`config.mk`:
```
export PLATFORM = sky130hd
export DESIGN_NAME = piecewise_linear_schedule
export DESIGN_NICKNAME = d
export VERILOG_FILES = /design/src/rtl/plsched_pkg.sv /design/src/rtl/plsched_div.sv /design/src/rtl/piecewise_linear_schedule.sv
export SDC_FILE = /design/constraint.sdc
export NUM_CORES = 2
export LEC_CHECK = 0
export BUFFER_PORTS_ARGS = -buffer_cell sky130_fd_sc_hd__buf_2
export CAP_MARGIN = 20
export CORE_UTILIZATION = 30
export DETAILED_ROUTE_END_ITERATION = 8
export GPL_TIMING_DRIVEN = 0
export HOLD_SLACK_MARGIN = 0.06
export REMOVE_ABC_BUFFERS = 1
export SYNTH_ARGS = -nofsm -noshare
export SYNTH_HDL_FRONTEND = slang
export SYNTH_SLANG_ARGS = --single-unit
```
`constraint.sdc`:
```
create_clock -name i_clk -period 29.2 [get_ports i_clk]
set_clock_uncertainty 0.1 [all_clocks]
set_input_delay 4.38 -clock i_clk [delete_from_list [all_inputs] [get_ports i_clk]]
set_output_delay 4.38 -clock i_clk [all_outputs]
set_load 0.02 [all_outputs]
```
`src/rtl/plsched_pkg.sv`:
```
// Shared types and constants for the piecewise-linear schedule block.
package plsched_pkg;

    localparam int TIME_W     = 17;
    localparam int LEVEL_W    = 7;
    localparam int ZONE_W     = 4;
    localparam int HOURS_W    = 5;
    localparam int CFG_W      = 24;
    localparam int CFG_AW     = 3;
    localparam int TS_W       = 19;
    localparam int NUM_W      = 24;
    localparam int MAX_POINTS = 5;
    localparam int IN_TDATA_W  = 24;
    localparam int OUT_TDATA_W = 16;

    localparam int SECS_PER_HOUR = 3600;
    localparam logic [LEVEL_W-1:0] LEVEL_MAX = LEVEL_W'(100);

    typedef enum logic [CFG_AW-1:0] {
        REG_POINT_ZERO  = 3'd0,
        REG_POINT_ONE   = 3'd1,
        REG_POINT_TWO   = 3'd2,
        REG_POINT_THREE = 3'd3,
        REG_POINT_FOUR  = 3'd4,
        REG_ZONE_HOURS  = 3'd5,
        REG_SCHED_ON    = 3'd6,
        REG_LIGHT_ZONE  = 3'd7
    } t_cfg_idx;

    typedef struct packed {
        logic               bypass;
        logic [LEVEL_W-1:0] level;
    } t_div_side;

endpackage

```
`src/rtl/plsched_div.sv`:
```
// Pipelined restoring divider, one quotient bit per stage, with sideband.
module plsched_div (
    input  logic                        i_clk,
    input  logic                        i_rst_n,
    input  logic                        i_en,
    input  logic                        i_valid,
    input  logic [plsched_pkg::NUM_W-1:0]   i_num,
    input  logic [plsched_pkg::TIME_W-1:0]  i_den,
    input  plsched_pkg::t_div_side      i_side,
    output logic                        o_valid,
    output logic [plsched_pkg::LEVEL_W-1:0] o_quo,
    output plsched_pkg::t_div_side      o_side
);
    import plsched_pkg::*;

    localparam int QW = LEVEL_W;

    logic              r_vld  [QW];
    logic [QW-1:0]     r_quo  [QW];
    t_div_side         r_side [QW];
    logic [NUM_W-1:0]  r_rem  [QW-1];
    logic [TIME_W-1:0] r_den  [QW-1];

    for (genvar s = 0; s < QW; s++) begin : g_stage
        logic              w_vld_in;
        logic [QW-1:0]     w_quo_in;
        t_div_side         w_side_in;
        logic [NUM_W-1:0]  w_rem_in;
        logic [TIME_W-1:0] w_den_in;
        logic [NUM_W-1:0]  w_shift;
        logic              w_take;
        logic [QW-1:0]     n_quo;

        if (s == 0) begin : g_first
            assign w_vld_in  = i_valid;
            assign w_quo_in  = '0;
            assign w_side_in = i_side;
            assign w_rem_in  = i_num;
            assign w_den_in  = i_den;
        end else begin : g_next
            assign w_vld_in  = r_vld[s-1];
            assign w_quo_in  = r_quo[s-1];
            assign w_side_in = r_side[s-1];
            assign w_rem_in  = r_rem[s-1];
            assign w_den_in  = r_den[s-1];
        end

        always_comb begin
            w_shift = NUM_W'(w_den_in) << (QW - 1 - s);
            w_take  = (w_rem_in >= w_shift);
            n_quo   = w_quo_in;
            n_quo[QW-1-s] = w_take;
        end

        always_ff @(posedge i_clk) begin
            if (!i_rst_n) begin
                r_vld[s] <= 1'b0;
            end else if (i_en) begin
                r_vld[s] <= w_vld_in;
            end
        end

        always_ff @(posedge i_clk) begin
            if (i_en) begin
                r_quo[s]  <= n_quo;
                r_side[s] <= w_side_in;
            end
        end

        if (s < QW - 1) begin : g_carry
            always_ff @(posedge i_clk) begin
                if (i_en) begin
                    r_rem[s] <= w_take ? (w_rem_in - w_shift) : w_rem_in;
                    r_den[s] <= w_den_in;
                end
            end
        end
    end

    assign o_valid = r_vld[QW-1];
    assign o_quo   = r_quo[QW-1];
    assign o_side  = r_side[QW-1];

endmodule

```
`src/rtl/piecewise_linear_schedule.sv`:
```
// A result passes stages 1 to 5, the divider and the output stage to the master side.
// Throughput: one transaction per cycle; the whole pipeline holds while the output stalls.
// Depth is set by 6 arithmetic stages plus a 7-stage divider, one quotient bit per stage.
// Reset (synchronous, active low) clears all valid bits and all configuration registers,
// which leaves the schedule disabled until written.
module piecewise_linear_schedule #(
    parameter int NUM_POINTS = 5
) (
    input  logic                                i_clk,
    input  logic                                i_rst_n,
    input  logic                                i_cfg_we,
    input  logic [plsched_pkg::CFG_AW-1:0]      i_cfg_addr,
    input  logic [plsched_pkg::CFG_W-1:0]       i_cfg_wdata,
    input  logic                                s_axis_tvalid,
    output logic                                s_axis_tready,
    // [16:0] day_seconds, [23:17] zero
    input  logic [plsched_pkg::IN_TDATA_W-1:0]  s_axis_tdata,
    output logic                                m_axis_tvalid,
    input  logic                                m_axis_tready,
    // [6:0] temp_level, [10:7] target_zone, [15:11] zero
    output logic [plsched_pkg::OUT_TDATA_W-1:0] m_axis_tdata
);
    import plsched_pkg::*;

    localparam int NSEG = NUM_POINTS - 1;
    localparam int SELW = (NSEG > 1) ? $clog2(NSEG) : 1;

    // configuration
    logic [CFG_W-1:0]          r_point [NUM_POINTS];
    logic signed [HOURS_W-1:0] r_zone_hours;
    logic                      r_sched_on;
    logic [ZONE_W-1:0]         r_light_zone;

    always_ff @(posedge i_clk) begin
        if (!i_rst_n) begin
            for (int k = 0; k < NUM_POINTS; k++) r_point[k] <= '0;
            r_zone_hours <= '0;
            r_sched_on   <= 1'b0;
            r_light_zone <= '0;
        end else if (i_cfg_we) begin
            case (i_cfg_addr)
                REG_ZONE_HOURS: r_zone_hours <= i_cfg_wdata[HOURS_W-1:0];
                REG_SCHED_ON:   r_sched_on   <= i_cfg_wdata[0];
                REG_LIGHT_ZONE: r_light_zone <= i_cfg_wdata[ZONE_W-1:0];
                default: begin
                    for (int k = 0; k < NUM_POINTS; k++) begin
                        if (i_cfg_addr == CFG_AW'(k)) r_point[k] <= i_cfg_wdata;
                    end
                end
            endcase
        end
    end

    function automatic logic [TIME_W-1:0] pt_time(input logic [CFG_W-1:0] p);
        return p[TIME_W-1:0];
    endfunction

    function automatic logic [LEVEL_W-1:0] pt_level(input logic [CFG_W-1:0] p);
        return p[TIME_W +: LEVEL_W];
    endfunction

    logic w_en;
    logic r_out_valid;
    assign w_en          = !r_out_valid || m_axis_tready;
    assign s_axis_tready = w_en;

    // stage 1: shifted time
    logic                   r1_vld;
    logic signed [TS_W-1:0] r1_t;
    logic signed [TS_W-1:0] w_offs;

    assign w_offs = TS_W'(r_zone_hours) * $signed(TS_W'(SECS_PER_HOUR));

    always_ff @(posedge i_clk) begin
        if (!i_rst_n) r1_vld <= 1'b0;
        else if (w_en) r1_vld <= s_axis_tvalid && r_sched_on;
    end

    always_ff @(posedge i_clk) begin
        if (w_en) r1_t <= $signed({2'b00, s_axis_tdata[TIME_W-1:0]}) + w_offs;
    end

    // stage 2: first matching segment
    logic                   r2_vld;
    logic signed [TS_W-1:0] r2_t;
    logic [SELW-1:0]        r2_sel;
    logic                   r2_found;
    logic [SELW-1:0]        n_sel;
    logic                   n_found;

    always_comb begin
        n_sel   = '0;
        n_found = 1'b0;
        for (int k = NSEG - 1; k >= 0; k--) begin
            if (r1_t >= $signed({2'b00, pt_time(r_point[k])}) &&
                r1_t <= $signed({2'b00, pt_time(r_point[k+1])})) begin
                n_sel   = SELW'(k);
                n_found = 1'b1;
            end
        end
    end

    always_ff @(posedge i_clk) begin
        if (!i_rst_n) r2_vld <= 1'b0;
        else if (w_en) r2_vld <= r1_vld;
    end

    always_ff @(posedge i_clk) begin
        if (w_en) begin
            r2_t     <= r1_t;
            r2_sel   <= n_sel;
            r2_found <= n_found;
        end
    end

    // stage 3: segment operands
    logic               r3_vld;
    logic [TIME_W-1:0]  r3_span;
    logic [TIME_W-1:0]  r3_dt;
    logic [LEVEL_W-1:0] r3_l0;
    logic [LEVEL_W-1:0] r3_l1;
    t_div_side          r3_side;
    logic [TIME_W-1:0]  w_h0;
    logic [TIME_W-1:0]  w_h1;
    logic [LEVEL_W-1:0] w_l0;
    logic [LEVEL_W-1:0] w_l1;
    logic [TIME_W-1:0]  w_span;
    logic [TS_W-1:0]    w_dt;

    always_comb begin
        w_h0 = '0;
        w_h1 = '0;
        w_l0 = '0;
        w_l1 = '0;
        for (int k = 0; k < NSEG; k++) begin
            if (r2_sel == SELW'(k)) begin
                w_h0 = pt_time(r_point[k]);
                w_h1 = pt_time(r_point[k+1]);
                w_l0 = pt_level(r_point[k]);
                w_l1 = pt_level(r_point[k+1]);
            end
        end
        w_span = w_h1 - w_h0;
        w_dt   = r2_t - $signed({2'b00, w_h0});
    end

    always_ff @(posedge i_clk) begin
        if (!i_rst_n) r3_vld <= 1'b0;
        else if (w_en) r3_vld <= r2_vld;
    end

    always_ff @(posedge i_clk) begin
        if (w_en) begin
            r3_span        <= w_span;
            r3_dt          <= w_dt[TIME_W-1:0];
            r3_l0          <= w_l0;
            r3_l1          <= w_l1;
            r3_side.bypass <= !r2_found || (w_span == '0);
            r3_side.level  <= r2_found ? w_l0 : pt_level(r_point[NUM_POINTS-1]);
        end
    end

    // stage 4: products
    logic                          r4_vld;
    logic [NUM_W-1:0]              r4_pa;
    logic signed [LEVEL_W+TIME_W+1:0] r4_pb;
    logic [TIME_W-1:0]             r4_span;
    t_div_side                     r4_side;
    logic signed [LEVEL_W:0]       w_dl;

    assign w_dl = $signed({1'b0, r3_l1}) - $signed({1'b0, r3_l0});

    always_ff @(posedge i_clk) begin
        if (!i_rst_n) r4_vld <= 1'b0;
        else if (w_en) r4_vld <= r3_vld;
    end

    always_ff @(posedge i_clk) begin
        if (w_en) begin
            r4_pa   <= NUM_W'(r3_l0) * NUM_W'(r3_span);
            r4_pb   <= w_dl * $signed({1'b0, r3_dt});
            r4_span <= r3_span;
            r4_side <= r3_side;
        end
    end

    // stage 5: numerator, nonnegative and below 128 * span
    logic                             r5_vld;
    logic [NUM_W-1:0]                 r5_num;
    logic [TIME_W-1:0]                r5_span;
    t_div_side                        r5_side;
    logic signed [LEVEL_W+TIME_W+1:0] w_num;

    assign w_num = $signed({2'b00, r4_pa}) + r4_pb;

    always_ff @(posedge i_clk) begin
        if (!i_rst_n) r5_vld <= 1'b0;
        else if (w_en) r5_vld <= r4_vld;
    end

    always_ff @(posedge i_clk) begin
        if (w_en) begin
            r5_num  <= w_num[NUM_W-1:0];
            r5_span <= r4_span;
            r5_side <= r4_side;
        end
    end

    // divider
    logic               w_div_vld;
    logic [LEVEL_W-1:0] w_div_quo;
    t_div_side          w_div_side;

    plsched_div u_div (
        .i_clk   (i_clk),
        .i_rst_n (i_rst_n),
        .i_en    (w_en),
        .i_valid (r5_vld),
        .i_num   (r5_num),
        .i_den   (r5_span),
        .i_side  (r5_side),
        .o_valid (w_div_vld),
        .o_quo   (w_div_quo),
        .o_side  (w_div_side)
    );

    // output stage: clamp and tag
    logic [LEVEL_W-1:0]     w_level;
    logic [OUT_TDATA_W-1:0] r_out_data;

    assign w_level = w_div_side.bypass ? w_div_side.level : w_div_quo;

    always_ff @(posedge i_clk) begin
        if (!i_rst_n) r_out_valid <= 1'b0;
        else if (w_en) r_out_valid <= w_div_vld;
    end

    always_ff @(posedge i_clk) begin
        if (w_en) begin
            r_out_data <= OUT_TDATA_W'({r_light_zone,
                                        (w_level > LEVEL_MAX) ? LEVEL_MAX : w_level});
        end
    end

    assign m_axis_tvalid = r_out_valid;
    assign m_axis_tdata  = r_out_data;

endmodule

```
Word-level counts from Yosys, hierarchy flattened
Memories as Yosys holds them, arrays and structs flattened. A register that Yosys moved wholly into a read port is not among the register bits.
Index checks and enable logic that the tools add are counted.
- input bits: 56
- register bits after elaboration: 243
- memories: 6
- RAM bits: 478
- logic and storage cells: 177
- output and inout bits: 18
- bitwise gates (word level): 12
- add/subtract/negate cells: 11
- mux-type cells: 70
- equality and inequality tests: 10
- order comparisons: 16
- multiply operators: 3
- reductions and logical operators: 19
- memory list (memory ; words ; width ; read ports ; clocked after Yosys merged registers in ; wr ports ; line ; text):
    u_div.r_rem ; 6 ; 24 ; 6 ; 0 ; 6 ; plsched_div.sv:21 ; logic [NUM_W-1:0] r_rem [QW-1];
    r_point ; 5 ; 24 ; 5 ; 0 ; 5 ; piecewise_linear_schedule.sv:29 ; logic [CFG_W-1:0] r_point [NUM_POINTS];
    u_div.r_den ; 6 ; 17 ; 6 ; 0 ; 6 ; plsched_div.sv:22 ; logic [TIME_W-1:0] r_den [QW-1];
    u_div.r_side ; 7 ; 8 ; 7 ; 0 ; 7 ; plsched_div.sv:20 ; t_div_side r_side [QW];
    u_div.r_quo ; 7 ; 7 ; 7 ; 0 ; 7 ; plsched_div.sv:19 ; logic [QW-1:0] r_quo [QW];
    u_div.r_vld ; 7 ; 1 ; 7 ; 1 ; 7 ; plsched_div.sv:18 ; logic r_vld [QW];
- operator list (kind ; count):
    2-to-1 mux 24 bit ; 11
    2-to-1 mux 17 bit ; 8
    greater-or-equal comparator 19 x 18 -> 1 bit ; 4
    <= comparator 19 x 18 -> 1 bit ; 4
    2-to-1 mux 7 bit ; 10
    2-to-1 mux 1 bit ; 39
    subtractor 17 bit ; 2
    adder 24 bit ; 1
    greater-or-equal comparator 24 x 17 -> 1 bit ; 1
    greater-or-equal comparator 24 x 18 -> 1 bit ; 1
    greater-or-equal comparator 24 x 19 -> 1 bit ; 1
    greater-or-equal comparator 24 x 20 -> 1 bit ; 1
    greater-or-equal comparator 24 x 21 -> 1 bit ; 1
    greater-or-equal comparator 24 x 22 -> 1 bit ; 1
    greater-or-equal comparator 24 x 23 -> 1 bit ; 1
    multiplier 7 x 17 -> 24 bit ; 1
    multiplier 8 x 18 -> 24 bit ; 1
    subtractor 24 x 18 -> 24 bit ; 1
    subtractor 24 x 19 -> 24 bit ; 1
    subtractor 24 x 20 -> 24 bit ; 1
    subtractor 24 x 21 -> 24 bit ; 1
    subtractor 24 x 22 -> 24 bit ; 1
    subtractor 24 x 23 -> 24 bit ; 1
    adder 18 x 18 -> 19 bit ; 1
    19 further kinds ; 46

Logic depth before layout (Yosys ltp)
- depth in word-level cells: 8
- gate-level depth with buffers: 28
- depth with buffers taken out: 27

By module
A second synthesis with hierarchy kept.
- cell total of the unflattened synthesis: 3853
- area, all modules: 44629.1 um^2
- by module, submodules not included (module ; times used ; sequential area each (um^2) ; cells an instance ; area each (um^2)):
    piecewise_linear_schedule ; 1 ; 10770.3 ; 2320 ; 26741.9
    plsched_div ; 1 ; 10109.7 ; 1533 ; 17887.2

Worst setup path after synthesis
Ideal clock, no wire load.
- path type: input -> output
- start point: input port m_axis_tready
- end point: output port s_axis_tready
- data arrival time: 20.036 ns
- data required time: 24.720 ns
- stages: 4
- buffers on the path: 2
- path slack: 4.684 ns
- path through: nor2b_1 clkbuf_1 inv_1 clkbuf_1
- cells in the longest elaborated chain, start to end: 1
- ends and longest elaborated chain (element ; line ; text):
    start: declaration ; piecewise_linear_schedule.sv:19 ; input logic m_axis_tready,
    logical OR 1 bit ; piecewise_linear_schedule.sv:64 ; assign w_en = !r_out_valid || m_axis_tready;
    end: declaration ; piecewise_linear_schedule.sv:15 ; output logic s_axis_tready,
No other way between the ends.

Worst setup path after layout
Same ends and word-level chain as after synthesis.

==> metrics.md <==
| Metric | Value |
|---|---|
| Commonest non-fill, non-tap cell in the layout | edfxtp_1 |
| Max_cap viols | 0 |
| Buffer count from post-CTS setup fixing | 0 |
| IO buf count | 61 |
| Ant. Diodes | 0 |
| DR DRC count | 0 |
| CTS max path bufs | 3 |
| Critical path arrival | 5.90 ns |
| Maximum fanout along the worst path | 109 |
| Initial core utilization | 30.35% |
| Number of global-route vias before repair | 27829 |
| Largest net degree at the start of global routing | between 100 and 150 |
| Commonest cells after routing, fill and taps aside | edfxtp_1, inv_1, ha_1, nand2_1, a21oi_1 |
| Iter 0 DRT Violations | 1117 |
| Register area | around 21000 µm² |
| Final hold violation count | 0 |
| Register area share after synthesis | 47.72% |
| Final wirelength | 83.54 mm |
| Synth top area share | 46.94% |
| Most used DFF post-synth | edfxtp_1 |
| Area occupied by multi-input gates | 20770 µm² |
| Setup TNS | 0 ns |
| Site Rows | 139 |
| # fillers | 14144 |
| Cts bufs inserted | 75 |
| H-tree Lvls | 3 |
| GP Congestion | between 0.8 and 0.9 |
| Via count | 26817 |
| WP data required | 24.72 ns |
| CTS Hold Bufs | 0 |
| Fmax | 0.09634 GHz |
| Crit path time final | 10.38 ns |
| Ys Warns | 0 |
| Startpoint types | input pin |
| Worst-Skew Late Latency | 0.65 ns |
| Crit-path cells | buf_2 -> nor2b_1 -> inv_8 -> buf_2 |
| Worst Max-Slew Pin Slew | roughly 0.97 ns |
| Initial antenna violation count | 1 |
| Vias per cell | 4.646 |
| Total Routing Usage GR | 11.44% |
| # clock sinks | 701 |
| RR Startpoint | r3_l0[1] |
| Final Max Slew Viols | 0 |
| Synth Register Bits | 701 |
| Worst setup startpoint | m_axis_tready |
| Clock transition at path regs | 0.06 ns |
| Mapped cell area | around 44000 µm² |
| Min-delay src | u_div.r_side[4][6] |
| IO Count | 74 |
| Die X | 383.9 µm |
| Element type at the critical path end | output pin |
| Worst path max stage delay | 0.67 ns |
| Routed len/inst | 14.47 µm |
| NumNets Final | 4441 |
| Setup violations, final | 0 |
| Antenna viol nets, final | 0 |
| EDFF count, synth | between 600 and 700 |
| Core Box Area | 144200 µm² |
| Total grt overflow | 0 |
| Synthesized netlist cell count | 3714 |
| Clock Root Buffer | clkbuf_16 |
| Critical path class | input pin to output pin |
| Die area | 147400 µm² |
| Status | finished, final reports clean |
| RSZ-0062 raised after global routing | false |
| # resized after CTS | 0 |
| Area grow syn2layout | 12.50% |
| Largest cells by area after synthesis | edfxtp_1, ha_1, fa_1, inv_1, xnor2_1 |
| First-pass GRT wire length | around 140 mm |
| Final period util | 35.55% |
| Crit-path slowest cell | nor2b_1 |
| Crit-path most repeated cell | buf_2 |
| Yosys cell types | 79 |
| Ys async rst share | 0% |
| DIE HEIGHT | 383.9 µm |
| CTS tree | done |
| Avg Cell Area, Syn | 11.78 µm² |
| Slew headroom | between 30% and 40% |
| Post-synth top area cell | edfxtp_1 |
| Hold Crit Class | register to register |
| DP HPWL | 63.45 mm |
| Layout cells sized above 1 | 7.883% |
| Pre-antenna DRT Iters | 5 |
## per-layer routing
metal	wire [µm]	part of all wire, %	global-route usage, %
met1	36390	44	13.43
met5	0	0	0
met4	2722	3.3	4.220
met2	41530	50	20.62
met3	2901	3.5	2.063
## per-stage QoR
stage / worst slack, ns / hold slack, ns / instance area [µm²] / std cells / utilization (%)
after detailed placement: 18.77 / 0.3045 / 46720 / 5635 / 32.40
final: 18.82 / 0.3068 / 49220 / 5772 / 34.14
after CTS: 18.76 / 0.3084 / 49170 / 5770 / 34.10
after global placement: 3.737 / 0.3014 / 46160 / 5612 / 32.01
after floorplan: 9.261 / 0.3003 / 43470 / 3648 / -
after global routing: 18.59 / 0.3081 / 49220 / 5772 / 34.14
## registers in the layout (all words and copies together) (netlist names), 7 cells and up
signal	count
r_point	120
r4_span	17
r3_l1	7
r4_side	8
r3_dt	17
r4_pa	24
u_div.r_rem	144
u_div.r_vld	7
r5_span	17
r5_num	24
r1_t	19
m_axis_tdata	11
r3_side	8
u_div.r_den	102
u_div.r_side	56
r4_pb	24
r5_side	8
r3_span	17
r3_l0	7
r2_t	17
u_div.r_quo	28
## final cells by class
cell class | instances | share of cell area [%]
repair buffers | 86 | 1.662
flip-flops and latches | 701 | 42.42
inverters | 509 | 3.897
well taps | 1903 | 4.837
clock inverters | 38 | 0.8719
multi-input cells | 2438 | 42.20
clock buffers | 97 | 4.105
## cells by family (layout without fill, tap and decap cells)
kind of cell	Yosys count	count (layout)	synth area share, %
xor gates and xnor gates	195	195	3.903
adders and majority gates	574	574	19.54
DFF	701	701	47.72
AOI/OAI and AO/OA	660	660	9.597
muxes	95	95	3.660
buffers and inverters	579	730	5.044
and+or+nand+nor	909	909	10.53
other	1	5	0.008571
## path summary, 6_finish.rpt
| check | end | slack (ns) | cells after the start |
|---|---|---|---|
| worst max-delay path | s_axis_tready | 18.82 | 4 |
| worst min-delay path | u_div.r_side[5][6] | 0.31 | 0 |
| worst max register to register | r4_pb[22] | 21.45 | 25 |
| worst min register to register | u_div.r_side[5][6] | 0.31 | 0 |
## Yosys cell counts, drive strengths merged, types with 47 or more instances
library cell	count
xor2	61
nand2	227
nand3	47
nor2b	78
o21ai	128
a21oi	215
and2	146
mux4	48
ha	392
xnor2	134
nor2	193
clkbuf	57
a21o	107
inv	509
edfxtp	684
fa	182
## critical path: cells and delay by family
kind	cells	cell delay, ns
buffers and inverters	3	0.86
AND/OR/NAND/NOR	1	0.67
Power is left out: the tool's default activity adds up to more than one toggle a clock period on the data nets, which glitch-free logic cannot reach.
